$ cat config.mk
export PLATFORM = sky130hd
export DESIGN_NAME = command_frame_builder_crc16
export DESIGN_NICKNAME = d
export VERILOG_FILES = /design/src/rtl/core/cfb_pkg.sv /design/src/rtl/core/command_frame_builder_crc16.sv /design/src/rtl/core/cfb_front.sv /design/src/rtl/core/cfb_queue.sv /design/src/rtl/core/cfb_back.sv
export SDC_FILE = /design/constraint.sdc
export NUM_CORES = 1
export LEC_CHECK = 0
export BUFFER_PORTS_ARGS = -buffer_cell sky130_fd_sc_hd__buf_2
export CORE_MARGIN = 1.5
export CORE_UTILIZATION = 66
export CTS_CLUSTER_DIAMETER = 100
export DETAILED_ROUTE_END_ITERATION = 10
export PLACE_DENSITY = 0.84
export SLEW_MARGIN = 15
export SYNTH_ARGS = -nofsm -noshare
export SYNTH_HDL_FRONTEND = slang
export SYNTH_SLANG_ARGS = --single-unit
$ cat constraint.sdc
create_clock -name i_clk -period 7.9 [get_ports i_clk]
set_input_delay 2.37 -clock i_clk [delete_from_list [all_inputs] [get_ports i_clk]]
set_output_delay 2.37 -clock i_clk [all_outputs]
set_load 0.01 [all_outputs]
$ cat src/rtl/core/cfb_pkg.sv
// Shared types, constants and functions for the command frame builder.
// Holds the queue entry format, the back end phases and the CRC-16 step.
// No dependencies.
package cfb_pkg;

    localparam int unsigned MAX_PAYLOAD = 14;
    localparam int unsigned QDEPTH      = 4;
    localparam int unsigned QPTR_W      = $clog2(QDEPTH);
    localparam int unsigned QCNT_W      = $clog2(QDEPTH + 1);

    localparam logic [7:0]  STX_HIGH  = 8'h55;
    localparam logic [7:0]  STX_LOW   = 8'h66;
    localparam logic [7:0]  CTRL_ACK  = 8'h01;
    localparam logic [15:0] CRC_POLY  = 16'h1021;
    localparam logic [15:0] HIGH_MASK = 16'hFF00;

    localparam logic        KIND_START   = 1'b0;
    localparam logic        KIND_PAYLOAD = 1'b1;

    localparam logic [2:0]  HDR_STX_LOW = 3'd1;
    localparam logic [2:0]  HDR_CTRL    = 3'd2;
    localparam logic [2:0]  HDR_LEN_LO  = 3'd3;
    localparam logic [2:0]  HDR_LEN_HI  = 3'd4;
    localparam logic [2:0]  HDR_SEQ_LO  = 3'd5;
    localparam logic [2:0]  HDR_SEQ_HI  = 3'd6;
    localparam logic [2:0]  HDR_CMD     = 3'd7;

    typedef enum logic {
        OP_START,
        OP_DATA
    } t_op;

    typedef struct packed {
        t_op         op;
        logic [7:0]  cmd_id;
        logic [3:0]  len;
        logic [15:0] seq;
        logic [7:0]  data;
        logic        last;
    } t_cmd;

    typedef struct packed {
        logic empty;
        logic full;
    } t_q_status;

    typedef enum logic [1:0] {
        PH_IDLE,
        PH_HDR,
        PH_CRC_LO,
        PH_CRC_HI
    } t_phase;

    function automatic logic [15:0] crc_byte(input logic [15:0] crc, input logic [7:0] b);
        logic [15:0] c;
        c = crc ^ {b, 8'h00};
        for (int i = 0; i < 8; i++) begin
            if (c[15]) begin
                c = {c[14:0], 1'b0} ^ CRC_POLY;
            end else begin
                c = {c[14:0], 1'b0};
            end
        end
        return c;
    endfunction

    function automatic logic [7:0] hdr_byte(input logic [2:0] idx, input logic [3:0] len,
                                            input logic [15:0] seq, input logic [7:0] cmd);
        logic [7:0] b;
        unique case (idx)
            HDR_STX_LOW: b = STX_LOW;
            HDR_CTRL:    b = CTRL_ACK;
            HDR_LEN_LO:  b = {4'h0, len};
            HDR_LEN_HI:  b = 8'h00;
            HDR_SEQ_LO:  b = seq[7:0];
            HDR_SEQ_HI:  b = 8'((seq & HIGH_MASK) >> 8);
            HDR_CMD:     b = cmd;
            default:     b = STX_HIGH;
        endcase
        return b;
    endfunction

endpackage

$ cat src/rtl/core/command_frame_builder_crc16.sv
// Top level of the command frame builder with CRC-16/XMODEM.
// Connects cfb_front, cfb_queue and cfb_back. Depends on cfb_pkg.
//
// The block emits one frame byte per cycle on its output channel while it has bytes to send
// and the sink takes them. A legal start item produces an 8-byte header, plus both CRC bytes
// when its length is zero; a payload byte produces one output byte, followed by both CRC
// bytes when it closes the frame. Input items are accepted one per cycle as long as the
// four-entry command queue between the front and back ends has room, and illegal items are
// accepted and dropped without using a slot. The sustained rate is set by the single output
// byte register, one byte per cycle while the sink takes them.
module command_frame_builder_crc16 import cfb_pkg::*; (
    input  logic       i_clk,
    input  logic       i_rst_n,
    input  logic       i_valid,
    output logic       o_ready,
    input  logic       i_kind,
    input  logic [7:0] i_cmd_id,
    input  logic [3:0] i_payload_len,
    input  logic [7:0] i_payload_byte,
    output logic       o_valid,
    input  logic       i_ready,
    output logic [7:0] o_frame_byte,
    output logic       o_frame_last
);

    t_cmd      w_push_cmd;
    t_cmd      w_head;
    t_q_status w_q_status;
    logic      w_push;
    logic      w_pop;

    cfb_front u_front (
        .i_clk          (i_clk),
        .i_rst_n        (i_rst_n),
        .i_valid        (i_valid),
        .o_ready        (o_ready),
        .i_kind         (i_kind),
        .i_cmd_id       (i_cmd_id),
        .i_payload_len  (i_payload_len),
        .i_payload_byte (i_payload_byte),
        .i_q_status     (w_q_status),
        .o_push         (w_push),
        .o_cmd          (w_push_cmd)
    );

    cfb_queue u_queue (
        .i_clk    (i_clk),
        .i_rst_n  (i_rst_n),
        .i_push   (w_push),
        .i_cmd    (w_push_cmd),
        .i_pop    (w_pop),
        .o_head   (w_head),
        .o_status (w_q_status)
    );

    cfb_back u_back (
        .i_clk        (i_clk),
        .i_rst_n      (i_rst_n),
        .i_head       (w_head),
        .i_q_status   (w_q_status),
        .o_pop        (w_pop),
        .o_valid      (o_valid),
        .i_ready      (i_ready),
        .o_frame_byte (o_frame_byte),
        .o_frame_last (o_frame_last)
    );

    a_push_fills: assert property (@(posedge i_clk) disable iff (!i_rst_n)
        w_push |=> !w_q_status.empty)
        else $error("Queue empty right after a push.");

    a_legal_start_pushes: assert property (@(posedge i_clk) disable iff (!i_rst_n)
        (i_valid && o_ready && i_kind == KIND_START && 32'(i_payload_len) <= MAX_PAYLOAD)
        |-> w_push)
        else $error("Legal start item was not queued.");

    a_reset_idle: assert property (@(posedge i_clk)
        !i_rst_n |=> !o_valid)
        else $error("Output valid right after reset.");

    a_pop_nonempty: assert property (@(posedge i_clk) disable iff (!i_rst_n)
        w_pop |-> !w_q_status.empty)
        else $error("Pop from an empty queue.");

endmodule

$ cat src/rtl/core/cfb_front.sv
// Front end: accepts input items, drops illegal ones, tracks the open frame.
// Pushes start and payload commands into the queue. Depends on cfb_pkg.
module cfb_front import cfb_pkg::*; (
    input  logic        i_clk,
    input  logic        i_rst_n,
    input  logic        i_valid,
    output logic        o_ready,
    input  logic        i_kind,
    input  logic [7:0]  i_cmd_id,
    input  logic [3:0]  i_payload_len,
    input  logic [7:0]  i_payload_byte,
    input  t_q_status   i_q_status,
    output logic        o_push,
    output t_cmd        o_cmd
);

    logic [15:0] r_seq, n_seq;
    logic [3:0]  r_remain, n_remain;
    logic        r_open, n_open;
    logic        w_accept;

    assign o_ready  = !i_q_status.full;
    assign w_accept = i_valid && o_ready;

    always_comb begin
        n_seq    = r_seq;
        n_remain = r_remain;
        n_open   = r_open;
        o_push   = 1'b0;
        o_cmd.op     = (i_kind == KIND_START) ? OP_START : OP_DATA;
        o_cmd.cmd_id = i_cmd_id;
        o_cmd.len    = i_payload_len;
        o_cmd.seq    = r_seq;
        o_cmd.data   = i_payload_byte;
        o_cmd.last   = (r_remain == 4'd1);
        if (w_accept) begin
            if (i_kind == KIND_START) begin
                if (32'(i_payload_len) <= MAX_PAYLOAD) begin
                    o_push   = 1'b1;
                    n_seq    = r_seq + 16'd1;
                    n_open   = (i_payload_len != 4'd0);
                    n_remain = i_payload_len;
                end
            end else if (r_open) begin
                o_push   = 1'b1;
                n_remain = r_remain - 4'd1;
                n_open   = (r_remain != 4'd1);
            end
        end
    end

    always_ff @(posedge i_clk) begin
        if (!i_rst_n) begin
            r_seq    <= '0;
            r_remain <= '0;
            r_open   <= 1'b0;
        end else begin
            r_seq    <= n_seq;
            r_remain <= n_remain;
            r_open   <= n_open;
        end
    end

endmodule

$ cat src/rtl/core/cfb_queue.sv
// Short command queue between the front and back ends.
// Register array with read and write pointers. Depends on cfb_pkg.
module cfb_queue import cfb_pkg::*; (
    input  logic      i_clk,
    input  logic      i_rst_n,
    input  logic      i_push,
    input  t_cmd      i_cmd,
    input  logic      i_pop,
    output t_cmd      o_head,
    output t_q_status o_status
);

    t_cmd              r_mem [QDEPTH];
    logic [QPTR_W-1:0] r_wr, r_rd;
    logic [QCNT_W-1:0] r_cnt;
    logic              w_push, w_pop;

    assign o_status.empty = (r_cnt == '0);
    assign o_status.full  = (r_cnt == QCNT_W'(QDEPTH));
    assign w_push = i_push && !o_status.full;
    assign w_pop  = i_pop && !o_status.empty;
    assign o_head = r_mem[r_rd];

    always_ff @(posedge i_clk) begin
        if (w_push) begin
            r_mem[r_wr] <= i_cmd;
        end
    end

    always_ff @(posedge i_clk) begin
        if (!i_rst_n) begin
            r_wr  <= '0;
            r_rd  <= '0;
            r_cnt <= '0;
        end else begin
            if (w_push) begin
                r_wr <= r_wr + QPTR_W'(1);
            end
            if (w_pop) begin
                r_rd <= r_rd + QPTR_W'(1);
            end
            r_cnt <= r_cnt + QCNT_W'(w_push) - QCNT_W'(w_pop);
        end
    end

endmodule

$ cat src/rtl/core/cfb_back.sv
// Back end: turns queued commands into frame bytes and appends the CRC.
// Drives the registered output channel. Depends on cfb_pkg.
module cfb_back import cfb_pkg::*; (
    input  logic       i_clk,
    input  logic       i_rst_n,
    input  t_cmd       i_head,
    input  t_q_status  i_q_status,
    output logic       o_pop,
    output logic       o_valid,
    input  logic       i_ready,
    output logic [7:0] o_frame_byte,
    output logic       o_frame_last
);

    t_phase      r_phase, n_phase;
    logic [2:0]  r_idx, n_idx;
    logic [15:0] r_crc, n_crc;
    logic [3:0]  r_len, n_len;
    logic [15:0] r_seq, n_seq;
    logic [7:0]  r_cmd, n_cmd;
    logic        r_valid, n_valid;
    logic [7:0]  r_byte, n_byte;
    logic        r_last, n_last;
    logic        w_free;
    logic [7:0]  w_hdr;

    assign w_free       = !r_valid || i_ready;
    assign w_hdr        = hdr_byte(r_idx, r_len, r_seq, r_cmd);
    assign o_valid      = r_valid;
    assign o_frame_byte = r_byte;
    assign o_frame_last = r_last;

    always_comb begin
        n_phase = r_phase;
        n_idx   = r_idx;
        n_crc   = r_crc;
        n_len   = r_len;
        n_seq   = r_seq;
        n_cmd   = r_cmd;
        n_valid = r_valid;
        n_byte  = r_byte;
        n_last  = r_last;
        o_pop   = 1'b0;
        if (w_free) begin
            n_valid = 1'b0;
            n_last  = 1'b0;
            unique case (r_phase)
                PH_IDLE: begin
                    if (!i_q_status.empty) begin
                        o_pop   = 1'b1;
                        n_valid = 1'b1;
                        if (i_head.op == OP_START) begin
                            n_byte  = STX_HIGH;
                            n_crc   = crc_byte(16'h0000, STX_HIGH);
                            n_idx   = HDR_STX_LOW;
                            n_len   = i_head.len;
                            n_seq   = i_head.seq;
                            n_cmd   = i_head.cmd_id;
                            n_phase = PH_HDR;
                        end else begin
                            n_byte = i_head.data;
                            n_crc  = crc_byte(r_crc, i_head.data);
                            if (i_head.last) begin
                                n_phase = PH_CRC_LO;
                            end
                        end
                    end
                end
                PH_HDR: begin
                    n_valid = 1'b1;
                    n_byte  = w_hdr;
                    n_crc   = crc_byte(r_crc, w_hdr);
                    n_idx   = r_idx + 3'd1;
                    if (r_idx == HDR_CMD) begin
                        n_phase = (r_len == 4'd0) ? PH_CRC_LO : PH_IDLE;
                    end
                end
                PH_CRC_LO: begin
                    n_valid = 1'b1;
                    n_byte  = r_crc[7:0];
                    n_phase = PH_CRC_HI;
                end
                PH_CRC_HI: begin
                    n_valid = 1'b1;
                    n_byte  = 8'((r_crc & HIGH_MASK) >> 8);
                    n_last  = 1'b1;
                    n_phase = PH_IDLE;
                end
                default: n_phase = PH_IDLE;
            endcase
        end
    end

    always_ff @(posedge i_clk) begin
        if (!i_rst_n) begin
            r_phase <= PH_IDLE;
            r_idx   <= '0;
            r_crc   <= '0;
            r_valid <= 1'b0;
        end else begin
            r_phase <= n_phase;
            r_idx   <= n_idx;
            r_crc   <= n_crc;
            r_valid <= n_valid;
        end
    end

    always_ff @(posedge i_clk) begin
        r_len  <= n_len;
        r_seq  <= n_seq;
        r_cmd  <= n_cmd;
        r_byte <= n_byte;
        r_last <= n_last;
    end

endmodule
==> results.cfg, run 1 <==
[timing]
hold_viol_final = 0
period_share_pct = 57.7
finalSetupViolCount = 0
slew_headroom_pct = 29.9
rsz0062_at_grt = false
tightest_slew_ps = 1050
maxSlewViolCount = 0
setup_tns_ps = 0
skew_ps = 14.0
max_clock_freq_mhz = 219
min_period_ps = 4560

[placement]
globalplace.congestion = 0.844
io_buffers = 35
dp_hpwl_um = 13000

[clock_tree]
postCtsSetupBuffers = 0
post_cts_resized = 0
clk_latency_ps = 530
clockBufferDepth = 3
hold_buffers = 0
cts.clk_slew.worst_paths_ps = 60
cts_root_buf = clkbuf_16
ctsHtreeMaxLevel = 1
numClockSinks = 241
cts_tree = built
cts_made_buffers = 24

[grt]
grt.overflow.total = 0
grt_pass1_vias = 5995
grt_pass1_wl_um = 32900
grt_usage_pct = 27.1
grt_max_degree = 53
antenna_found_initial = 1

[synth]
ys_ff_latch = 241
syn_area_mm2 = 0.0102
syn_inst = 659
yosysSeqAreaShare_pct = 65.8
ys_warn_count = 0
async_flop_share_pct = 0
synth_edf_count = 189
yosysUniqueCellTypes = 61
postSynthAreaPerCell_um2 = 15.5
yosys_most_used_dff = edfxtp_1
synth_fp_nets = 699

[worst_setup_path]
rr_worst_depth = 7
ff2ff_setup_slack_ps = 4810
crit_start = i_payload_len[3]
startpoint_type = primary input
cp-end-kind = register
cp-endpoint = u_queue.r_mem[3][24]$_DFFE_PP_
critPathKind = in -> reg
rr_startpoint = u_back.r_idx[2]$_SDFFE_PN0P_
arrival_ps = 4700
cp_max_fo = 38
regToRegEndpoint = u_back.r_crc[7]$_SDFFE_PN0P_
cp.required_ps = 8040

[pwr]
leakage_nw = 3.92
power_mw = 3.87
peakVddDrop_v = 0.000292
cellPowerDensity_mw_per_mm2 = 341

[min_path]
holdCritStartpoint = u_back.r_crc[6]$_SDFFE_PN0P_
hold_path_class = reg -> reg

[detailed_routing]
vias = 5844
wl_per_cell_um = 23.3
dr.pass1.iters = 6
routed_wl_um = 21100
drt-initial-drc-count = 750
drc_errors = 0
avgViaCountPerCell = 6.47
antenna_left = 0

[floorplan]
die_x_um = 127
fp.coreArea_mm2 = 0.0151
start_util_pct = 67.4
io_pins = 36
die-area_mm2 = 0.0162
die_y_um = 127
num_rows = 45

[run]
cap_violations = 0

[finish]
drive_above_1_share_pct = 19.4
n_antenna_cell = 0
nNetsFinal = 737
area_growth_pct = 11.2

[run_status]
status = complete, no violations
cell usage in the layout (no fill, tap or decap), types with 4 or more instances in the layout:
cell / instances
o21ai_0: 19
dfxtp_1: 51
nand2b_1: 6
or3_1: 5
xnor2_1: 31
edfxtp_1: 189
nor3b_1: 4
nor2_1: 23
and2_2: 4
a22oi_1: 7
inv_1: 15
buf_2: 35
clkbuf_1: 7
ha_1: 14
a31oi_1: 4
nand3_1: 14
clkinv_2: 4
and2_1: 25
o211ai_1: 7
nor3_1: 8
o21ai_1: 5
clkbuf_16: 24
a22o_1: 7
a21boi_0: 5
mux4_2: 44
a21oi_1: 14
mux2i_1: 7
buf_4: 6
nand4_1: 5
o211a_1: 4
o22ai_1: 5
nand2_1: 36
xor2_1: 17
nor2b_1: 13
power breakdown:
| part | total, mW | internal, mW | switching (mW) |
|---|---|---|---|
| clock | 1.15 | 0.683 | 0.469 |
| sequential | 1.66 | 1.56 | 0.0950 |
| combinational | 1.06 | 0.442 | 0.623 |
how the worst min path moves through the flow:
stage / endpoint / slack, ps / cells after the start
finish: u_back.r_crc[6]$_SDFFE_PN0P_ / 510 / 2
global route: u_back.r_crc[8]$_SDFFE_PN0P_ / 530 / 2
CTS: u_back.r_crc[6]$_SDFFE_PN0P_ / 500 / 2
detailed placement: u_back.r_crc[6]$_SDFFE_PN0P_ / 490 / 2
global placement: u_back.r_crc[6]$_SDFFE_PN0P_ / 480 / 2
floorplan: u_back.r_crc[6]$_SDFFE_PN0P_ / 460 / 2
layer usage:
| layer | wire [µm] | part of all wire (%) | GRT usage, % |
|---|---|---|---|
| met1 | 8050 | 38 | 35.4 |
| met2 | 10700 | 51 | 45.9 |
| met3 | 1480 | 7.0 | 4.27 |
| met4 | 854 | 4.1 | 11.2 |
| met5 | 0 | 0 | 0 |
through the flow:
step           utilization, %  instances  hold slack [ps]  worst slack [ps]  cell area (µm²)
2_1_floorplan               -        659              459              2890            10200
3_3_place_gp             69.6        859              483              2900            10500
3_5_place_dp             69.6        859              485              2810            10500
4_1_cts                  74.9        903              501              3350            11300
5_1_grt                  74.9        903              534              3120            11300
6_report                 74.9        903              508              3340            11300
critical path, cell delays in order:
cell	delay, ps
buf_2	150
a41o_1	320
a21oi_1	830
and2_2	990
Yosys cell counts, drive strengths merged (2+ instances only):
cell	number	area [µm²]
a211o	2	17.5
nor3	10	55.1
a21boi	6	45.1
a22oi	7	52.6
a31oi	4	25.0
mux4	44	991
dfxtp	52	1040
o2bb2ai	2	17.5
and2	29	181
o211ai	7	52.6
xor2	19	181
a32oi	2	17.5
inv	16	60.1
xnor2	34	320
nor4	2	18.8
nand2b	6	37.5
o211a	4	40.0
and3	3	18.8
o21a	2	15.0
buf	10	65.1
nor3b	4	30.0
ha	14	175
a221oi	2	30.0
nor2	24	92.6
edfxtp	189	5680
nand4	5	31.3
a32o	2	20.0
clkbuf	19	71.3
or3	5	31.3
o21ai	24	120
a211oi	3	40.0
a21oi	14	70.1
mux2i	7	70.1
a22o	7	61.3
o22ai	5	31.3
nand3	14	70.1
nor2b	13	81.3
nand2	36	135
cell families (layout without fill, tap and decap cells):
logic type	after synthesis	count (layout)	share of synthesized area, %
DFF	241	241	65.8
AOI/OAI and AO/OA	99	99	6.94
and+or+nand+nor	153	153	7.85
xor gates and xnor gates	54	54	5.14
buffers and inverters	46	102	1.96
muxes	51	51	10.4
adders and majority gates	15	15	1.91
state kept, by name, summed over array words and instances, names as in the netlist, 2 cells and up, named ones only:
signal,cells
u_back.r_idx,3
u_back.r_seq,16
u_queue.r_cnt,3
u_queue.r_wr,2
u_back.r_len,4
u_front.r_seq,16
u_back.r_cmd,8
u_back.r_phase,2
u_back.o_frame_byte,8
u_queue.r_mem,152
u_front.r_remain,4
u_back.r_crc,16
u_queue.r_rd,2
final cells by class:
cell class              count  area [µm²]
flip-flops and latches    241        6720
fillers                   829        3800
multi-input cells         372        3300
clock buffers              33         654
well taps                 188         235
repair buffers             41         220
clock inverters            11         156
inverters                  17        63.8
No activity file was read; power rests on OpenSTA's default activity.
==> run 2: changes to the inputs <==
--- a/config.mk
+++ b/config.mk
@@ -7,10 +7,10 @@
 export LEC_CHECK = 0
 export BUFFER_PORTS_ARGS = -buffer_cell sky130_fd_sc_hd__buf_2
 export CORE_MARGIN = 1.5
-export CORE_UTILIZATION = 66
+export CORE_UTILIZATION = 56
 export CTS_CLUSTER_DIAMETER = 100
 export DETAILED_ROUTE_END_ITERATION = 10
-export PLACE_DENSITY = 0.84
+export PLACE_DENSITY = 0.76
 export SLEW_MARGIN = 15
 export SYNTH_ARGS = -nofsm -noshare
 export SYNTH_HDL_FRONTEND = slang
==> constraint.sdc (replaced) <==
create_clock -name i_clk -period 3.67 [get_ports i_clk]
set_input_delay 1.101 -clock i_clk [delete_from_list [all_inputs] [get_ports i_clk]]
set_output_delay 1.101 -clock i_clk [all_outputs]
set_load 0.01 [all_outputs]
==> run 2 against run 1 <==
Count of clock-buffer cells in the layout down 2. Flip-flop and latch count stayed put. Final cell count grew 5.5%. Core utilization shrank 10 points.
==> results.cfg, run 2 (synthesized netlist as in run 1, its figures left out) <==
[detailed_routing]
drt-initial-drc-count = 418
vias = 5738
dr.pass1.iters = 5
antenna_left = 0
wl_per_cell_um = 20.9
avgViaCountPerCell = 6.02
routed_wl_um = 19900
drc_errors = 0

[clock_tree]
ctsHtreeMaxLevel = 1
postCtsSetupBuffers = 0
hold_buffers = 0
cts_tree = built
cts_made_buffers = 24
clk_latency_ps = 540
numClockSinks = 241
post_cts_resized = 0
clockBufferDepth = 3
cts_root_buf = clkbuf_16
cts.clk_slew.worst_paths_ps = 60

[grt]
met3_usage_pct = 3.39
use_met1_pct = 28.5
gr-max-usage-layer = met2
grt.overflow.total = 0
antenna_found_initial = 0
grt_pass1_vias = 5853
grt_max_degree = 39
grt_pass1_wl_um = 31700
gr-usage-met2_pct = 35.7
grt_usage_pct = 21.2

[floorplan]
io_pins = 36
num_rows = 49
start_util_pct = 57.0
die-area_mm2 = 0.0190
die_y_um = 138
die_x_um = 138
fp.coreArea_mm2 = 0.0179

[finish]
largest_reg_flops = 152
regMostFlops = u_queue.r_mem
final_common_cell = edfxtp_1
n_antenna_cell = 0
drive_above_1_share_pct = 21.3
final_core_util_pct = 64.7
mostFrequentLayoutCells = 189 x edfxtp_1, 50 x dfxtp_1, 44 x mux4_2
area_growth_pct = 13.6
nNetsFinal = 746

[worst_setup_path]
rr_worst_depth = 8
regToRegEndpoint = u_back.r_crc[7]$_SDFFE_PN0P_
cp-endpoint = u_queue.r_cnt[2]$_SDFF_PN0_
rr_startpoint = u_back.r_idx[1]$_SDFFE_PN0P_
cp_max_fo = 5
startpoint_type = primary input
ff2ff_setup_slack_ps = 900
crit_start = i_ready
cp-end-kind = register
critPathKind = in -> reg
arrival_ps = 3200
cp.required_ps = 4100

[timing]
finalSetupViolCount = 0
period_share_pct = 75.5
min_period_ps = 2770
maxSlewViolCount = 0
tightest_slew_ps = 839
skew_ps = 23.7
setup_tns_ps = 0
slew_headroom_pct = 43.9
max_clock_freq_mhz = 361
rsz0062_at_grt = false
hold_viol_final = 0

[placement]
io_buffers = 35
globalplace.congestion = 0.865
dp_hpwl_um = 12700

[pwr]
p_comb_share_pct = 27.0
power.internal_mw = 5.94
pwr-share-seq_pct = 42.1
swShare_pct = 30.0
cellPowerDensity_mw_per_mm2 = 733
switching_power_mw = 2.55
peakVddDrop_v = 0.000570
p_clk_share_pct = 30.9
leakage_nw = 4.01

[run]
cap_violations = 0

[run_status]
status = complete, no violations

[min_path]
hold_path_class = reg -> reg
-- run 2: cell count changes in the layout (fill, tap and decap cells not counted), moves of 2 or more --
| cell | change |
|---|---|
| buf_4 | +5 |
| clkbuf_8 | +4 |
| buf_12 | +4 |
| clkbuf_1 | -6 |
| clkinvlp_4 | +2 |
-- run 2: layout make-up --
type                            count  area (µm²)
Sequential cell                   241        6720
Clock inverter                     13         191
Multi-Input combinational cell    372        3310
Tap cell                          229         287
Inverter                           17        63.8
Timing Repair Buffer               50         338
Fill cell                        1250        6310
Clock buffer                       31         687
-- run 2: stage by stage --
step | setup WS, ps | power [mW] | hold WS (ps) | cells | instance area [µm²]
after floorplan | 276 | 5.27 | 459 | 659 | 10200
after global placement | 462 | 5.82 | 488 | 909 | 10700
after detailed placement | 368 | 5.90 | 491 | 909 | 10700
after CTS | 874 | 8.52 | 497 | 953 | 11600
after global routing | 698 | 8.85 | 530 | 953 | 11600
final | 898 | 8.49 | 501 | 953 | 11600
-- run 2: power groups by stage --
stage	registers [mW]	clock network (mW)	logic (mW)
global route	3.62	2.76	2.48
finish	3.58	2.62	2.29
floorplan	3.57	0	1.69
detailed placement	3.64	0	2.27
global placement	3.62	0	2.21
CTS	3.58	2.66	2.28
-- run 2: worst min path at each step --
stage | start | to | slack, ps | depth (start not counted)
floorplan | u_back.r_crc[6]$_SDFFE_PN0P_ | u_back.r_crc[6]$_SDFFE_PN0P_ | 460 | 2
global route | u_back.r_crc[8]$_SDFFE_PN0P_ | u_back.r_crc[8]$_SDFFE_PN0P_ | 530 | 2
global placement | u_back.r_crc[6]$_SDFFE_PN0P_ | u_back.r_crc[6]$_SDFFE_PN0P_ | 490 | 2
detailed placement | u_back.r_crc[6]$_SDFFE_PN0P_ | u_back.r_crc[6]$_SDFFE_PN0P_ | 490 | 2
finish | u_back.r_crc[6]$_SDFFE_PN0P_ | u_back.r_crc[6]$_SDFFE_PN0P_ | 500 | 2
CTS | u_back.r_crc[6]$_SDFFE_PN0P_ | u_back.r_crc[6]$_SDFFE_PN0P_ | 500 | 2
-- run 2: worst max-delay path: stages --
cell and delay [ps]:
buf_2 100, nor2b_1 250, inv_1 110, nand2_1 160, nor2_1 110, ha_1 330
inv_1 40, ha_1 180, fa_1 380, xnor2_1 150, xnor2_1 140, and2_1 160
-- run 2: metal layers --
metal  up-vias  share of wire, %
li1       2615                 -
met1      2906                42
met2       180                50
met3        37               5.0
met4         0               2.6
met5         -                 0
==> run 3: changes to the inputs <==
--- a/config.mk
+++ b/config.mk
@@ -5,6 +5,7 @@
 export SDC_FILE = /design/constraint.sdc
 export NUM_CORES = 1
 export LEC_CHECK = 0
+export ABC_AREA = 1
 export BUFFER_PORTS_ARGS = -buffer_cell sky130_fd_sc_hd__buf_2
 export CORE_MARGIN = 1.5
 export CORE_UTILIZATION = 56
==> constraint.sdc (replaced) <==
create_clock -name i_clk -period 2.3 [get_ports i_clk]
set_input_delay 0.69 -clock i_clk [delete_from_list [all_inputs] [get_ports i_clk]]
set_output_delay 0.69 -clock i_clk [all_outputs]
set_load 0.01 [all_outputs]
==> run 3 against run 2 <==
Via count increased by 42%. Clock skew fell by 15 ps. Largest cell class unchanged. Power rose by 75%. Critical endpoint unchanged.
==> results.cfg, run 3 <==
[run_status]
status = complete, no violations

[floorplan]
fp.coreArea_mm2 = 0.0188
num_rows = 50
io_pins = 36
start_util_pct = 57.4
die_x_um = 142
die-area_mm2 = 0.0201
die_y_um = 142

[pwr]
peakVddDrop_v = 0.000568
p_clk_share_pct = 25.5
cellPowerDensity_mw_per_mm2 = 1210
pwr-share-seq_pct = 39.3
swShare_pct = 37.1
power_mw = 14.9
switching_power_mw = 5.53
p_comb_share_pct = 35.2
power.internal_mw = 9.37
leakage_nw = 4.77

[synth]
synthMostInstantiatedCell = nand2_1
syn_area_mm2 = 0.0108
ys_ff_latch = 241
yosys-top-cells-area = edfxtp_1 53%, dfxtp_1 9.7%, nand2_1 8.5%, o21ai_0 4.7%, nand3_1 4.6%
async_flop_share_pct = 0
ys_warn_count = 0
yosysUniqueCellTypes = 42
postSynthAreaPerCell_um2 = 9.85
syn_inst = 1095
ys_top_cells_by_count = 243 x nand2_1, 189 x edfxtp_1, 120 x nor2_1, 101 x o21ai_0, 99 x nand3_1
yosysTopAreaCellShare_pct = 52.6
yosysTopAreaCell = edfxtp_1
yosys_most_used_dff = edfxtp_1
yosysSeqAreaShare_pct = 62.3
synth_edf_count = 189
synth_fp_nets = 1135

[worst_setup_path]
arrival_ps = 2540
cp_top_family = adder cells
regToRegEndpoint = u_queue.r_cnt[2]$_SDFF_PN0_
cp.required_ps = 2680
rr_startpoint = u_back.r_phase[0]$_SDFFE_PN0P_
path_cells = nor2_1 > inv_1 > nor2_1 > inv_1 > nor2_1 > ha_1 > inv_1 > ha_1 > fa_1 > xor2_1 > nor2_1
ff2ff_setup_slack_ps = 140
crit_slowest_cell = dfxtp_1
critPathKind = reg -> reg
startpoint_type = register
cp_max_fo = 5
cp-end-kind = register
critPathBufInv = 3
crit_top_cell = nor2_1
slowest_delay_ps = 400
rr_worst_depth = 11

[timing]
max_clock_freq_mhz = 463
rsz0062_at_grt = false
tightest_slew_ps = 658
setup_tns_ps = 0
hold_viol_final = 0
finalSetupViolCount = 0
maxSlewViolCount = 0
slew_headroom_pct = 56.1
skew_ps = 8.65
period_share_pct = 93.9
min_period_ps = 2160

[detailed_routing]
drc_errors = 0
drt-initial-drc-count = 752
antenna_left = 0
vias = 8126
wl_per_cell_um = 17.8
avgViaCountPerCell = 5.77
dr.pass1.iters = 5
routed_wl_um = 25000

[finish]
area_growth_pct = 14.0
nNetsFinal = 1195
n_antenna_cell = 0
final_common_cell = nand2_1
largest_reg_flops = 152
mostFrequentLayoutCells = 241 x nand2_1, 189 x edfxtp_1, 115 x nor2_1
drive_above_1_share_pct = 13.2
regMostFlops = u_queue.r_mem

[clock_tree]
cts_made_buffers = 25
cts_root_buf = clkbuf_16
ctsHtreeMaxLevel = 1
clockBufferDepth = 3
clk_latency_ps = 520
cts_tree = built
hold_buffers = 0
numClockSinks = 241
cts.clk_slew.worst_paths_ps = 60

[placement]
globalplace.congestion = 0.953
io_buffers = 35
dp_hpwl_um = 16300

[min_path]
hold_path_class = in -> reg
min_path_cells = 1
min_to = u_queue.r_mem[1][7]$_DFFE_PP_
holdCritStartpoint = i_payload_byte[6]

[grt]
grt_usage_pct = 25.2
grt_pass1_vias = 7578
grt.overflow.total = 0
antenna_found_initial = 0
grt_max_degree = 59
grt_pass1_wl_um = 39300

[run]
cap_violations = 0
run 3: how the worst max path moves through the flow:
| stage | from | depth (start not counted) | slack [ps] | end |
|---|---|---|---|---|
| floorplan | i_payload_len[3] | 6 | 20 | u_queue.r_mem[0][0]$_DFFE_PP_ |
| global placement | i_payload_len[2] | 10 | -80 | u_queue.r_cnt[2]$_SDFF_PN0_ |
| detailed placement | i_payload_len[2] | 10 | -110 | u_queue.r_cnt[2]$_SDFF_PN0_ |
| CTS | u_back.r_idx[0]$_SDFFE_PN0P_ | 14 | 50 | u_back.r_crc[7]$_SDFFE_PN0P_ |
| global route | u_back.r_phase[0]$_SDFFE_PN0P_ | 11 | 0.7 | u_queue.r_cnt[2]$_SDFF_PN0_ |
| finish | u_back.r_phase[0]$_SDFFE_PN0P_ | 11 | 140 | u_queue.r_cnt[2]$_SDFF_PN0_ |
run 3: routing by layer:
| metal | up-vias | track usage, % | wire length [µm] |
|---|---|---|---|
| li1 | 3916 | - | - |
| met1 | 3850 | 32.7 | 10300 |
| met2 | 292 | 42.5 | 12100 |
| met3 | 68 | 3.48 | 1570 |
| met4 | 0 | 11.3 | 1010 |
| met5 | - | 0 | 0 |
run 3: layout make-up:
cell class	instances	area, µm²
Multi-Input combinational cell	720	3610
Tap cell	234	293
Inverter	94	354
Sequential cell	241	6720
Timing Repair Buffer	73	539
Clock buffer	36	687
Clock inverter	10	85.1
Fill cell	1397	6480
run 3: cells by family after synthesis:
logic type | Yosys count | share of synthesized area (%)
and+or+nand+nor | 500 | 20.1
xor gates and xnor gates | 9 | 0.940
adders and majority gates | 15 | 1.81
DFF | 241 | 62.3
buffers and inverters | 134 | 4.92
AOI/OAI and AO/OA | 196 | 9.97
run 3: worst register-to-register path, delay by kind of cell (launching register included):
family,cells,cell delay [ps]
XOR/XNOR,1,160
buffers and inverters,3,330
adder cells (fa/ha/maj),3,850
AND/OR/NAND/NOR,4,290
flip-flops,1,400
run 3: repair_timing:
item | in CTS | in global routing
endpoints found under the setup margin | 0 | 14
resized for setup | 0 | 10
setup buffers | 0 | 2
run 3: power by group through the flow:
stage	clock, mW	sequential [mW]	combinational (mW)
after global placement	0	5.90	4.96
after floorplan	0	5.87	3.57
after CTS	3.86	5.84	5.13
final	3.81	5.85	5.24
after detailed placement	0	5.92	5.08
after global routing	4.04	5.91	5.82
run 3: stage by stage:
stage	hold slack (ps)	setup slack, ps	utilization [%]	std cells	cell area (µm²)
final	379	140	65.5	1408	12300
after detailed placement	452	-108	61.1	1360	11500
after global routing	371	0.651	65.5	1408	12300
after global placement	448	-76.6	61.1	1360	11500
after floorplan	436	16.9	-	1095	10800
after CTS	363	49.8	65.2	1406	12200
